## src/design/otc_pkg.sv

```systemverilog
// Package for the optical torque calibrator: widths, register indexes, enums.
// No dependencies; imported by every design module.
package otc_pkg;

  localparam int unsigned Channels   = 8;
  localparam int unsigned ChBits     = 3;
  localparam int unsigned CountBits  = 12;
  localparam int unsigned SumBits    = 28;
  localparam int unsigned DivBits    = 28;  // dividend magnitude width
  localparam int unsigned DvsBits    = 17;  // divisor magnitude width
  localparam int unsigned EntryBits  = 16 + SumBits;
  localparam int unsigned AddrBits   = 6;

  typedef enum logic [2:0] {
    REG_C1_LO   = 3'd0,
    REG_C1_HI   = 3'd1,
    REG_C2_LO   = 3'd2,
    REG_C2_HI   = 3'd3,
    REG_WARMUP  = 3'd4,
    REG_AVERAGE = 3'd5
  } reg_idx_e;

  typedef enum logic [1:0] {
    PH_WARMUP  = 2'd0,
    PH_AVERAGE = 2'd1,
    PH_RUN     = 2'd2
  } phase_e;

  typedef enum logic [3:0] {
    ST_IDLE,
    ST_READ,
    ST_START,
    ST_WAIT,
    ST_WRITE,
    ST_OFS_READ,
    ST_OFS_START,
    ST_OFS_WAIT,
    ST_OFS_WRITE,
    ST_EMIT
  } state_e;

  // memory entry: offset above running sum
  typedef struct packed {
    logic signed [15:0]        offset;
    logic signed [SumBits-1:0] sum;
  } entry_t;

endpackage

```

## src/design/optical_torque_calibrator_top.sv

```systemverilog
// Channel  | handshake            | payload
// input    | in_valid_i/in_stall_o | volt_0_i .. volt_8_i (Q4.12)
// output   | out_valid_o/out_stall_i | torque_0_o .. torque_7_o (Q8.8)
// config   | APB psel/penable      | paddr, pwdata (64 bit), prdata
// An item in warmup is discarded without a stall. Other items stall the input while each of
// the eight channels is read, started in the shared 28-step divider, waited on and written;
// a channel whose divisor is zero skips the divider. The running phase adds an emit state;
// the last averaging item adds eight offset divisions (read, start, wait, write each).
// Reset clears phase and counters; channel memory needs no clearing.
// A finished result waits in the output registers while stall is high.
// Top level: sequencer, registers; uses otc_pkg, otc_ram, otc_div.
module optical_torque_calibrator_top
  import otc_pkg::*;
(
  input  logic                clk_i,
  input  logic                rst_ni,
  input  logic                psel,
  input  logic                penable,
  input  logic                pwrite,
  input  logic [AddrBits-1:0] paddr,
  input  logic [63:0]         pwdata,
  output logic [63:0]         prdata,
  output logic                pready,
  input  logic                in_valid_i,
  output logic                in_stall_o,
  input  logic signed [15:0]  volt_0_i,
  input  logic signed [15:0]  volt_1_i,
  input  logic signed [15:0]  volt_2_i,
  input  logic signed [15:0]  volt_3_i,
  input  logic signed [15:0]  volt_4_i,
  input  logic signed [15:0]  volt_5_i,
  input  logic signed [15:0]  volt_6_i,
  input  logic signed [15:0]  volt_7_i,
  input  logic signed [15:0]  volt_8_i,
  output logic                out_valid_o,
  input  logic                out_stall_i,
  output logic signed [15:0]  torque_0_o,
  output logic signed [15:0]  torque_1_o,
  output logic signed [15:0]  torque_2_o,
  output logic signed [15:0]  torque_3_o,
  output logic signed [15:0]  torque_4_o,
  output logic signed [15:0]  torque_5_o,
  output logic signed [15:0]  torque_6_o,
  output logic signed [15:0]  torque_7_o
);

  logic [63:0]          c1_lo_q, c1_hi_q, c2_lo_q, c2_hi_q;
  logic [CountBits-1:0] warm_q, avg_q;
  logic                 cfg_wr;
  reg_idx_e             cfg_idx;

  assign pready  = 1'b1;
  assign cfg_wr  = psel && penable && pwrite;
  assign cfg_idx = reg_idx_e'(paddr[5:3]);

  always_ff @(posedge clk_i or negedge rst_ni) begin
    if (!rst_ni) begin
      c1_lo_q <= '0;
      c1_hi_q <= '0;
      c2_lo_q <= '0;
      c2_hi_q <= '0;
      warm_q  <= CountBits'(500);
      avg_q   <= CountBits'(1000);
    end else if (cfg_wr) begin
      unique case (cfg_idx)
        REG_C1_LO:   c1_lo_q <= pwdata;
        REG_C1_HI:   c1_hi_q <= pwdata;
        REG_C2_LO:   c2_lo_q <= pwdata;
        REG_C2_HI:   c2_hi_q <= pwdata;
        REG_WARMUP:  warm_q  <= pwdata[CountBits-1:0];
        REG_AVERAGE: avg_q   <= pwdata[CountBits-1:0];
        default: ;
      endcase
    end
  end

  always_comb begin
    unique case (cfg_idx)
      REG_C1_LO:   prdata = c1_lo_q;
      REG_C1_HI:   prdata = c1_hi_q;
      REG_C2_LO:   prdata = c2_lo_q;
      REG_C2_HI:   prdata = c2_hi_q;
      REG_WARMUP:  prdata = 64'(warm_q);
      REG_AVERAGE: prdata = 64'(avg_q);
      default:     prdata = '0;
    endcase
  end

  // sequencer state
  state_e               state_q, state_d;
  phase_e               phase_q;
  logic [CountBits-1:0] count_q;
  logic [ChBits-1:0]    ch_q;
  logic                 zden_q;
  logic signed [15:0]   volt_q [Channels];
  logic signed [15:0]   work_q [Channels];
  logic signed [15:0]   out_q  [Channels];
  logic                 out_valid_q, out_valid_d;

  logic                 in_acc, discard, last_ch, avg_done;
  logic [CountBits-1:0] n_avg, count_inc;

  assign in_acc    = in_valid_i && !in_stall_o;
  assign in_stall_o = state_q != ST_IDLE;
  assign discard   = (phase_q == PH_WARMUP) && (count_q < warm_q);
  assign last_ch   = ch_q == ChBits'(Channels - 1);
  assign n_avg     = (avg_q == '0) ? CountBits'(1) : avg_q;
  assign count_inc = count_q + 1'b1;
  assign avg_done  = count_inc >= n_avg;

  // per-channel coefficients
  logic signed [15:0] c1, c2;
  logic [63:0]        c1_w, c2_w;
  always_comb begin
    c1_w = ch_q[2] ? c1_hi_q : c1_lo_q;
    c2_w = ch_q[2] ? c2_hi_q : c2_lo_q;
    c1   = c1_w[16*ch_q[1:0] +: 16];
    c2   = c2_w[16*ch_q[1:0] +: 16];
  end

  logic signed [16:0] den;
  logic [DvsBits-1:0] den_mag;
  logic [16:0]        c1_mag;
  assign den     = 17'(volt_q[ch_q]) + 17'(c2);
  assign den_mag = den[16] ? DvsBits'(-den) : DvsBits'(den);
  assign c1_mag  = c1[15] ? 17'(-17'(c1)) : 17'(c1);

  // memory and divider hookup
  entry_t              rd_entry, wr_entry;
  logic                mem_we, mem_re, div_start, div_done;
  logic [DivBits-1:0]  div_dividend;
  logic [DvsBits-1:0]  div_divisor;
  logic                div_neg;
  logic signed [15:0]  div_res, raw;
  logic signed [SumBits-1:0] sum_base, sum_sat, sum_mag_src;
  logic signed [SumBits:0]   sum_ext;
  logic signed [16:0]        tq_ext;
  logic signed [15:0]        tq_sat;

  otc_ram u_ram (
    .clk_i   (clk_i),
    .we_i    (mem_we),
    .waddr_i (ch_q),
    .wdata_i (wr_entry),
    .re_i    (mem_re),
    .raddr_i (ch_q),
    .rdata_o (rd_entry)
  );

  otc_div u_div (
    .clk_i      (clk_i),
    .rst_ni     (rst_ni),
    .start_i    (div_start),
    .dividend_i (div_dividend),
    .divisor_i  (div_divisor),
    .neg_i      (div_neg),
    .done_o     (div_done),
    .result_o   (div_res)
  );

  assign raw = zden_q ? (c1[15] ? 16'sh8000 : 16'sh7fff) : div_res;

  // first averaging item starts from an empty sum
  assign sum_base = (count_q == '0) ? '0 : rd_entry.sum;
  assign sum_ext  = (SumBits+1)'(sum_base) + (SumBits+1)'(raw);
  always_comb begin
    if (sum_ext[SumBits] != sum_ext[SumBits-1]) begin
      sum_sat = sum_ext[SumBits] ? {1'b1, {(SumBits-1){1'b0}}} : {1'b0, {(SumBits-1){1'b1}}};
    end else begin
      sum_sat = sum_ext[SumBits-1:0];
    end
  end

  assign tq_ext = 17'(raw) + 17'(rd_entry.offset);
  always_comb begin
    if (tq_ext[16] != tq_ext[15]) begin
      tq_sat = tq_ext[16] ? 16'sh8000 : 16'sh7fff;
    end else begin
      tq_sat = tq_ext[15:0];
    end
  end

  assign sum_mag_src = rd_entry.sum;

  always_comb begin
    if (state_q == ST_OFS_START) begin
      div_dividend = sum_mag_src[SumBits-1] ? DivBits'(-sum_mag_src) : DivBits'(sum_mag_src);
      div_divisor  = DvsBits'(n_avg);
      div_neg      = sum_mag_src[SumBits-1];
    end else begin
      div_dividend = {DivBits'(c1_mag)} << 12;
      div_divisor  = den_mag;
      div_neg      = c1[15] ^ den[16];
    end
  end

  // next state
  always_comb begin
    state_d = state_q;
    unique case (state_q)
      ST_IDLE:      if (in_acc && !discard) state_d = ST_READ;
      ST_READ:      state_d = ST_START;
      ST_START:     state_d = (den == '0) ? ST_WRITE : ST_WAIT;
      ST_WAIT:      if (div_done) state_d = ST_WRITE;
      ST_WRITE: begin
        if (!last_ch) begin
          state_d = ST_READ;
        end else if (phase_q == PH_RUN) begin
          state_d = ST_EMIT;
        end else begin
          state_d = avg_done ? ST_OFS_READ : ST_IDLE;
        end
      end
      ST_OFS_READ:  state_d = ST_OFS_START;
      ST_OFS_START: state_d = ST_OFS_WAIT;
      ST_OFS_WAIT:  if (div_done) state_d = ST_OFS_WRITE;
      ST_OFS_WRITE: state_d = last_ch ? ST_IDLE : ST_OFS_READ;
      ST_EMIT:      if (!out_valid_q || !out_stall_i) state_d = ST_IDLE;
      default:      state_d = ST_IDLE;
    endcase
  end

  // control outputs
  always_comb begin
    mem_re    = 1'b0;
    mem_we    = 1'b0;
    div_start = 1'b0;
    wr_entry  = rd_entry;
    unique case (state_q)
      ST_READ, ST_OFS_READ: mem_re = 1'b1;
      ST_START:     div_start = den != '0;
      ST_OFS_START: div_start = 1'b1;
      ST_WRITE: begin
        mem_we       = phase_q == PH_AVERAGE;
        wr_entry.sum = sum_sat;
      end
      ST_OFS_WRITE: begin
        mem_we          = 1'b1;
        wr_entry.offset = div_res;
      end
      default: ;
    endcase
  end

  // result handoff: a new result may load when the output is empty or draining
  always_comb begin
    out_valid_d = out_valid_q;
    if (out_valid_q && !out_stall_i) begin
      out_valid_d = 1'b0;
    end
    if (state_q == ST_EMIT && (!out_valid_q || !out_stall_i)) begin
      out_valid_d = 1'b1;
    end
  end

  always_ff @(posedge clk_i or negedge rst_ni) begin
    if (!rst_ni) begin
      state_q     <= ST_IDLE;
      phase_q     <= PH_WARMUP;
      count_q     <= '0;
      ch_q        <= '0;
      zden_q      <= 1'b0;
      out_valid_q <= 1'b0;
    end else begin
      state_q     <= state_d;
      out_valid_q <= out_valid_d;
      unique case (state_q)
        ST_IDLE: begin
          ch_q <= '0;
          if (in_acc) begin
            if (discard) begin
              count_q <= count_inc;
            end else if (phase_q == PH_WARMUP) begin
              phase_q <= PH_AVERAGE;
              count_q <= '0;
            end
          end
        end
        ST_START: zden_q <= den == '0;
        ST_WRITE: begin
          ch_q <= ch_q + 1'b1;
          if (last_ch && phase_q == PH_AVERAGE) begin
            count_q <= avg_done ? '0 : count_inc;
          end
        end
        ST_OFS_WRITE: begin
          ch_q <= ch_q + 1'b1;
          if (last_ch) phase_q <= PH_RUN;
        end
        default: ;
      endcase
    end
  end

  always_ff @(posedge clk_i) begin
    if (in_acc) begin
      volt_q[0] <= volt_0_i;
      volt_q[1] <= volt_1_i;
      volt_q[2] <= volt_3_i;
      volt_q[3] <= volt_4_i;
      volt_q[4] <= volt_5_i;
      volt_q[5] <= volt_6_i;
      volt_q[6] <= volt_7_i;
      volt_q[7] <= volt_8_i;
    end
    if (state_q == ST_WRITE) begin
      work_q[ch_q] <= tq_sat;
    end
    if (state_q == ST_EMIT && (!out_valid_q || !out_stall_i)) begin
      out_q <= work_q;
    end
  end

  assign out_valid_o = out_valid_q;
  assign torque_0_o  = out_q[0];
  assign torque_1_o  = out_q[1];
  assign torque_2_o  = out_q[2];
  assign torque_3_o  = out_q[3];
  assign torque_4_o  = out_q[4];
  assign torque_5_o  = out_q[5];
  assign torque_6_o  = out_q[6];
  assign torque_7_o  = out_q[7];

  logic unused_volt2;
  assign unused_volt2 = ^volt_2_i;

endmodule

```

## src/design/otc_ram.sv

```systemverilog
// Channel state memory: eight entries of offset and running sum.
// One write port, one read port, registered read data. Uses otc_pkg.
module otc_ram
  import otc_pkg::*;
(
  input  logic              clk_i,
  input  logic              we_i,
  input  logic [ChBits-1:0] waddr_i,
  input  entry_t            wdata_i,
  input  logic              re_i,
  input  logic [ChBits-1:0] raddr_i,
  output entry_t            rdata_o
);

  entry_t mem [Channels];
  entry_t rdata_q;

  always_ff @(posedge clk_i) begin
    if (we_i) begin
      mem[waddr_i] <= wdata_i;
    end
    if (re_i) begin
      rdata_q <= mem[raddr_i];
    end
  end

  assign rdata_o = rdata_q;

endmodule

```

## src/design/otc_div.sv

```systemverilog
// Restoring divider, one quotient bit per cycle, signed result saturated to 16 bits.
// Uses otc_pkg.
module otc_div
  import otc_pkg::*;
(
  input  logic               clk_i,
  input  logic               rst_ni,
  input  logic               start_i,
  input  logic [DivBits-1:0] dividend_i,
  input  logic [DvsBits-1:0] divisor_i,
  input  logic               neg_i,
  output logic               done_o,
  output logic signed [15:0] result_o
);

  localparam int unsigned CntBits = $clog2(DivBits);

  logic [DvsBits-1:0] rem_q, rem_d, dvs_q;
  logic [DivBits-1:0] quo_q, quo_d;
  logic [CntBits-1:0] cnt_q;
  logic               busy_q, done_q, neg_q;
  logic [DvsBits:0]   trial;
  logic               fits;

  assign trial = {rem_q, quo_q[DivBits-1]};
  assign fits  = trial >= {1'b0, dvs_q};

  always_comb begin
    rem_d = fits ? DvsBits'(trial - {1'b0, dvs_q}) : trial[DvsBits-1:0];
    quo_d = {quo_q[DivBits-2:0], fits};
  end

  always_ff @(posedge clk_i or negedge rst_ni) begin
    if (!rst_ni) begin
      busy_q <= 1'b0;
      done_q <= 1'b0;
      cnt_q  <= '0;
    end else begin
      done_q <= 1'b0;
      if (start_i) begin
        busy_q <= 1'b1;
        cnt_q  <= '0;
      end else if (busy_q) begin
        cnt_q <= cnt_q + 1'b1;
        if (cnt_q == CntBits'(DivBits - 1)) begin
          busy_q <= 1'b0;
          done_q <= 1'b1;
        end
      end
    end
  end

  always_ff @(posedge clk_i) begin
    if (start_i) begin
      rem_q <= '0;
      quo_q <= dividend_i;
      dvs_q <= divisor_i;
      neg_q <= neg_i;
    end else if (busy_q) begin
      rem_q <= rem_d;
      quo_q <= quo_d;
    end
  end

  always_comb begin
    if (neg_q) begin
      result_o = (quo_q > DivBits'(32768)) ? 16'sh8000 : 16'(-quo_q);
    end else begin
      result_o = (quo_q > DivBits'(32767)) ? 16'sh7fff : 16'(quo_q);
    end
  end

  assign done_o = done_q;

endmodule

```

## config.mk

```make
export PLATFORM = sky130hd
export DESIGN_NAME = optical_torque_calibrator_top
export DESIGN_NICKNAME = d
export VERILOG_FILES = /design/src/design/otc_pkg.sv /design/src/design/optical_torque_calibrator_top.sv /design/src/design/otc_ram.sv /design/src/design/otc_div.sv
export SDC_FILE = /design/constraint.sdc
export NUM_CORES = 2
export LEC_CHECK = 0
export BUFFER_PORTS_ARGS = -buffer_cell sky130_fd_sc_hd__buf_4
export CORE_AREA = 2 2 299 301
export DETAILED_ROUTE_END_ITERATION = 10
export DIE_AREA = 0 0 301 303
export PLACE_DENSITY = 0.77
export RECOVER_POWER = 50
export SLEW_MARGIN = 10
export SYNTH_ARGS = -nofsm -noshare
export SYNTH_HDL_FRONTEND = slang
export SYNTH_HIERARCHICAL = 1
export SYNTH_SLANG_ARGS = --single-unit
```

## constraint.sdc

```tcl
create_clock -name clk_i -period 9 [get_ports clk_i]
set_clock_uncertainty 0.1 [all_clocks]
set_input_delay 1.35 -clock clk_i [delete_from_list [all_inputs] [get_ports clk_i]]
set_output_delay 1.35 -clock clk_i [all_outputs]
set_load 0.005 [all_outputs]
```

==> qor.csv <==
metric;value;unit
outcome;complete, but fails checks;
violations;capacitance limit, slew limit;
synth_fp_nets;3952;
dr_total_vias;33535;
ys_ff_latch;1153;
netSwitchingFraction;36.6;%
grt_max_degree;82;
cts_tree;done;
rows;109;
firstDrtPassIters;7;
clockBufferDepth;3;
worst_hold_path_type;flop to flop;
fp.dieArea;0.0912;mm²
start_util;59.7;%
p_int;0.0130;W
power.share.sequential;38.6;%
rsz0062_at_grt;false;
place_hpwl;90100;µm
finalNetCount;4343;
viasPerCell;6.36;
power_density;341;mW/mm²
crit_fanout;41;
io_buffers;395;
fin_setup_tns;0;ns
min_period;8.08;ns
p_switching;0.00749;W
fp.dieH;303;µm
cp_top_family;simple AND/OR/NAND/NOR gates;
ir_worst_vdd;0.000301;V
slew_viol_final;985;
hold_slack;0.313;ns
fmax;124;MHz
cap_viol_max_count;25;
ctsResizeCount;0;
antenna_found_initial;10;
routed_wl;136000;µm
clockRootBuffer;clkbuf_16;
cts_buffers;111;
cts_max_level;3;
crit_chain;and3b_1, clkbuf_1, a22oi_1, nand4_1, ha_1, inv_1, fa_1, nor2b_1, o31a_1, a21oi_1, or4_1, or3_1, or3_4, or4_4, nor4_2, nor2_4, buf_4, or3_1, nand3_1;
synth_area;0.0525;mm²
yosysSeqAreaShare;62.7;%
numClockSinks;1153;
coreArea;0.0880;mm²
critPathRequiredTime;9.53;ns
reg2reg_slack;0.92;ns
syn_to_final_growth;14.5;%
ctsHoldBuffers;0;
worstSetupEndpointType;flop;
wire_per_inst;25.8;µm
die_w;301;µm
arrival;8.62;ns
grt_use_total;29.9;%
slowest_delay;1.51;ns
ys_types;95;
path_common_cell;or3_1;
io_pins;416;
grt_first_pass_wirelength;204000;µm
syn_area_per_cell;14.5;µm²
cp_slowest_cell;dfrtp_1;
final_cell_area;0.0601;mm²
start_kind;flop;
clk_latency;0.71;ns
finalHoldViolations;0;
drt_iter0_drc;3215;
relSlewSlack;-210;%
p_comb_share;38.8;%
syn-instance-count;3618;
grt_pass1_vias;32888;
clkPwrFrac;22.6;%
tightest_slew;4.65;ns
yosys_warnings;6;
clkTransAtPathRegs;0.06;ns
async_flop_share;26.9;%
ys.flop_type;edfxtp_1;
place_area;0.0568;mm²
gp_congestion;0.940;
path_class;flop to flop;
synth_edf_count;826;
grt-ovfl-total;0;
ant_nets;0;
setup_viol;0;
drive_above_1_share;27.0;%
crit_buf_inv;3;
drc;0;
cts_setup_buffers;0;
power_leakage;22.6;nW
post-route-period-util;89.8;%
power by group through the flow:
stage / Clock, W / Sequential (W) / Combinational, W
floorplan: 0 / 0.00768 / 0.00569
global placement: 0 / 0.00796 / 0.00767
detailed placement: 0 / 0.00798 / 0.00782
CTS: 0.00470 / 0.00788 / 0.00789
global route: 0.00489 / 0.00799 / 0.00867
finish: 0.00464 / 0.00791 / 0.00794
logic make-up (layout without fill, tap and decap cells):
kind of cell / Yosys count / after routing / share of synthesized area, %
adder cells (fa/ha/maj): 131 / 131 / 3.09
buffers and inverters: 294 / 775 / 2.30
XOR/XNOR: 125 / 125 / 2.09
AO/OA/AOI/OAI: 685 / 685 / 8.75
flip-flops: 1153 / 1153 / 62.7
other: 1 / 12 / 0.00715
AND/OR/NAND/NOR: 703 / 703 / 6.49
multiplexers: 526 / 526 / 14.6
synth_stat cells, types with 32 or more instances:
master	instances	area share, %
a21oi_1	89	0.85
a22oi_1	198	2.8
and2_1	32	0.38
clkbuf_1	143	1.0
dfrtp_1	298	14
edfxtp_1	826	47
ha_1	109	2.6
inv_1	110	0.79
mux2_2	339	7.3
mux4_2	152	6.5
nand2_1	266	1.9
nand2b_1	35	0.42
nand3_1	48	0.46
nor2_1	133	0.95
nor3_1	36	0.34
o21ai_0	174	1.7
xnor2_1	58	0.97
xor2_1	67	1.1
metrics by stage:
step	total power, W	std cells	worst slack [ns]	util [%]
4_1_cts	0.0205	5264	1.78	68.7
5_1_grt	0.0215	5270	0.543	68.3
3_3_place_gp	0.0156	5061	1.89	64.6
6_report	0.0205	5275	0.917	68.3
3_5_place_dp	0.0158	5061	1.82	64.6
2_1_floorplan	0.0134	3618	0.866	-
cells in the final DEF, fill, tap and decap left out, drive strengths merged, types with 15 or more instances in the layout:
| master | instances |
|---|---|
| clkbuf | 431 |
| nand4 | 28 |
| dfrtp | 298 |
| o31ai | 20 |
| nor3 | 37 |
| nor2 | 134 |
| dfxtp | 17 |
| and2 | 33 |
| ha | 109 |
| a22oi | 198 |
| nand2b | 35 |
| buf | 179 |
| nor4 | 19 |
| or3 | 18 |
| mux2i | 25 |
| nand3 | 49 |
| o211ai | 20 |
| mux4 | 152 |
| nor2b | 17 |
| nand2 | 266 |
| nor3b | 15 |
| o21ai | 183 |
| edfxtp | 826 |
| maj3 | 18 |
| clkinv | 34 |
| xor2 | 67 |
| a21o | 29 |
| a211oi | 17 |
| mux2 | 349 |
| inv | 112 |
| a31oi | 18 |
| and3 | 18 |
| a21oi | 90 |
| o21a | 17 |
| xnor2 | 58 |
path summary, 6_finish.rpt:
check | to | from | cells past startpoint
max reg2reg | u_div/rem_q[9]$_SDFFE_PP0P_ | ch_q[2]$_DFFE_PN0P_ | 19
max | u_div/rem_q[9]$_SDFFE_PP0P_ | ch_q[2]$_DFFE_PN0P_ | 19
max in group asynchronous | ch_q[0]$_DFFE_PN0P_ | rst_ni | 2
min reg2reg | torque_6_o[15]$_DFFE_PP_ | work_q[31]$_DFFE_PP_ | 0
min in group asynchronous | c2_lo_q[61]$_DFFE_PN0P_ | rst_ni | 1
min | torque_6_o[15]$_DFFE_PP_ | work_q[31]$_DFFE_PP_ | 0
sequential cells by signal, summed over array words and instances (netlist names), 17 cells and up:
| signal | cells |
|---|---|
| u_ram/mem | 352 |
| u_div/dvs_q | 17 |
| c1_lo_q | 64 |
| work_q | 128 |
| u_div/quo_q | 28 |
| c2_lo_q | 64 |
| u_ram/rdata_o | 44 |
| c1_hi_q | 64 |
| u_div/rem_q | 17 |
| volt_q | 128 |
| c2_hi_q | 64 |
per-layer routing:
layer	track usage (%)	share of wire, %	up-vias
met4	12.2	4.0	2
met1	40.4	40	17027
met5	0	0.0095	-
met3	6.15	8.5	281
met2	48.0	48	1496
li1	-	-	14729
area by class of cell:
cell class	instances	area [µm²]
Sequential cell	1153	32900
Fill cell	6001	27900
Multi-Input combinational cell	2171	18400
Timing Repair Buffer	462	3210
Clock buffer	148	2960
Tap cell	1165	1460
Clock inverter	55	676
Inverter	110	414
Antenna cell	11	27.5
Power figures use the tool's default switching activity.
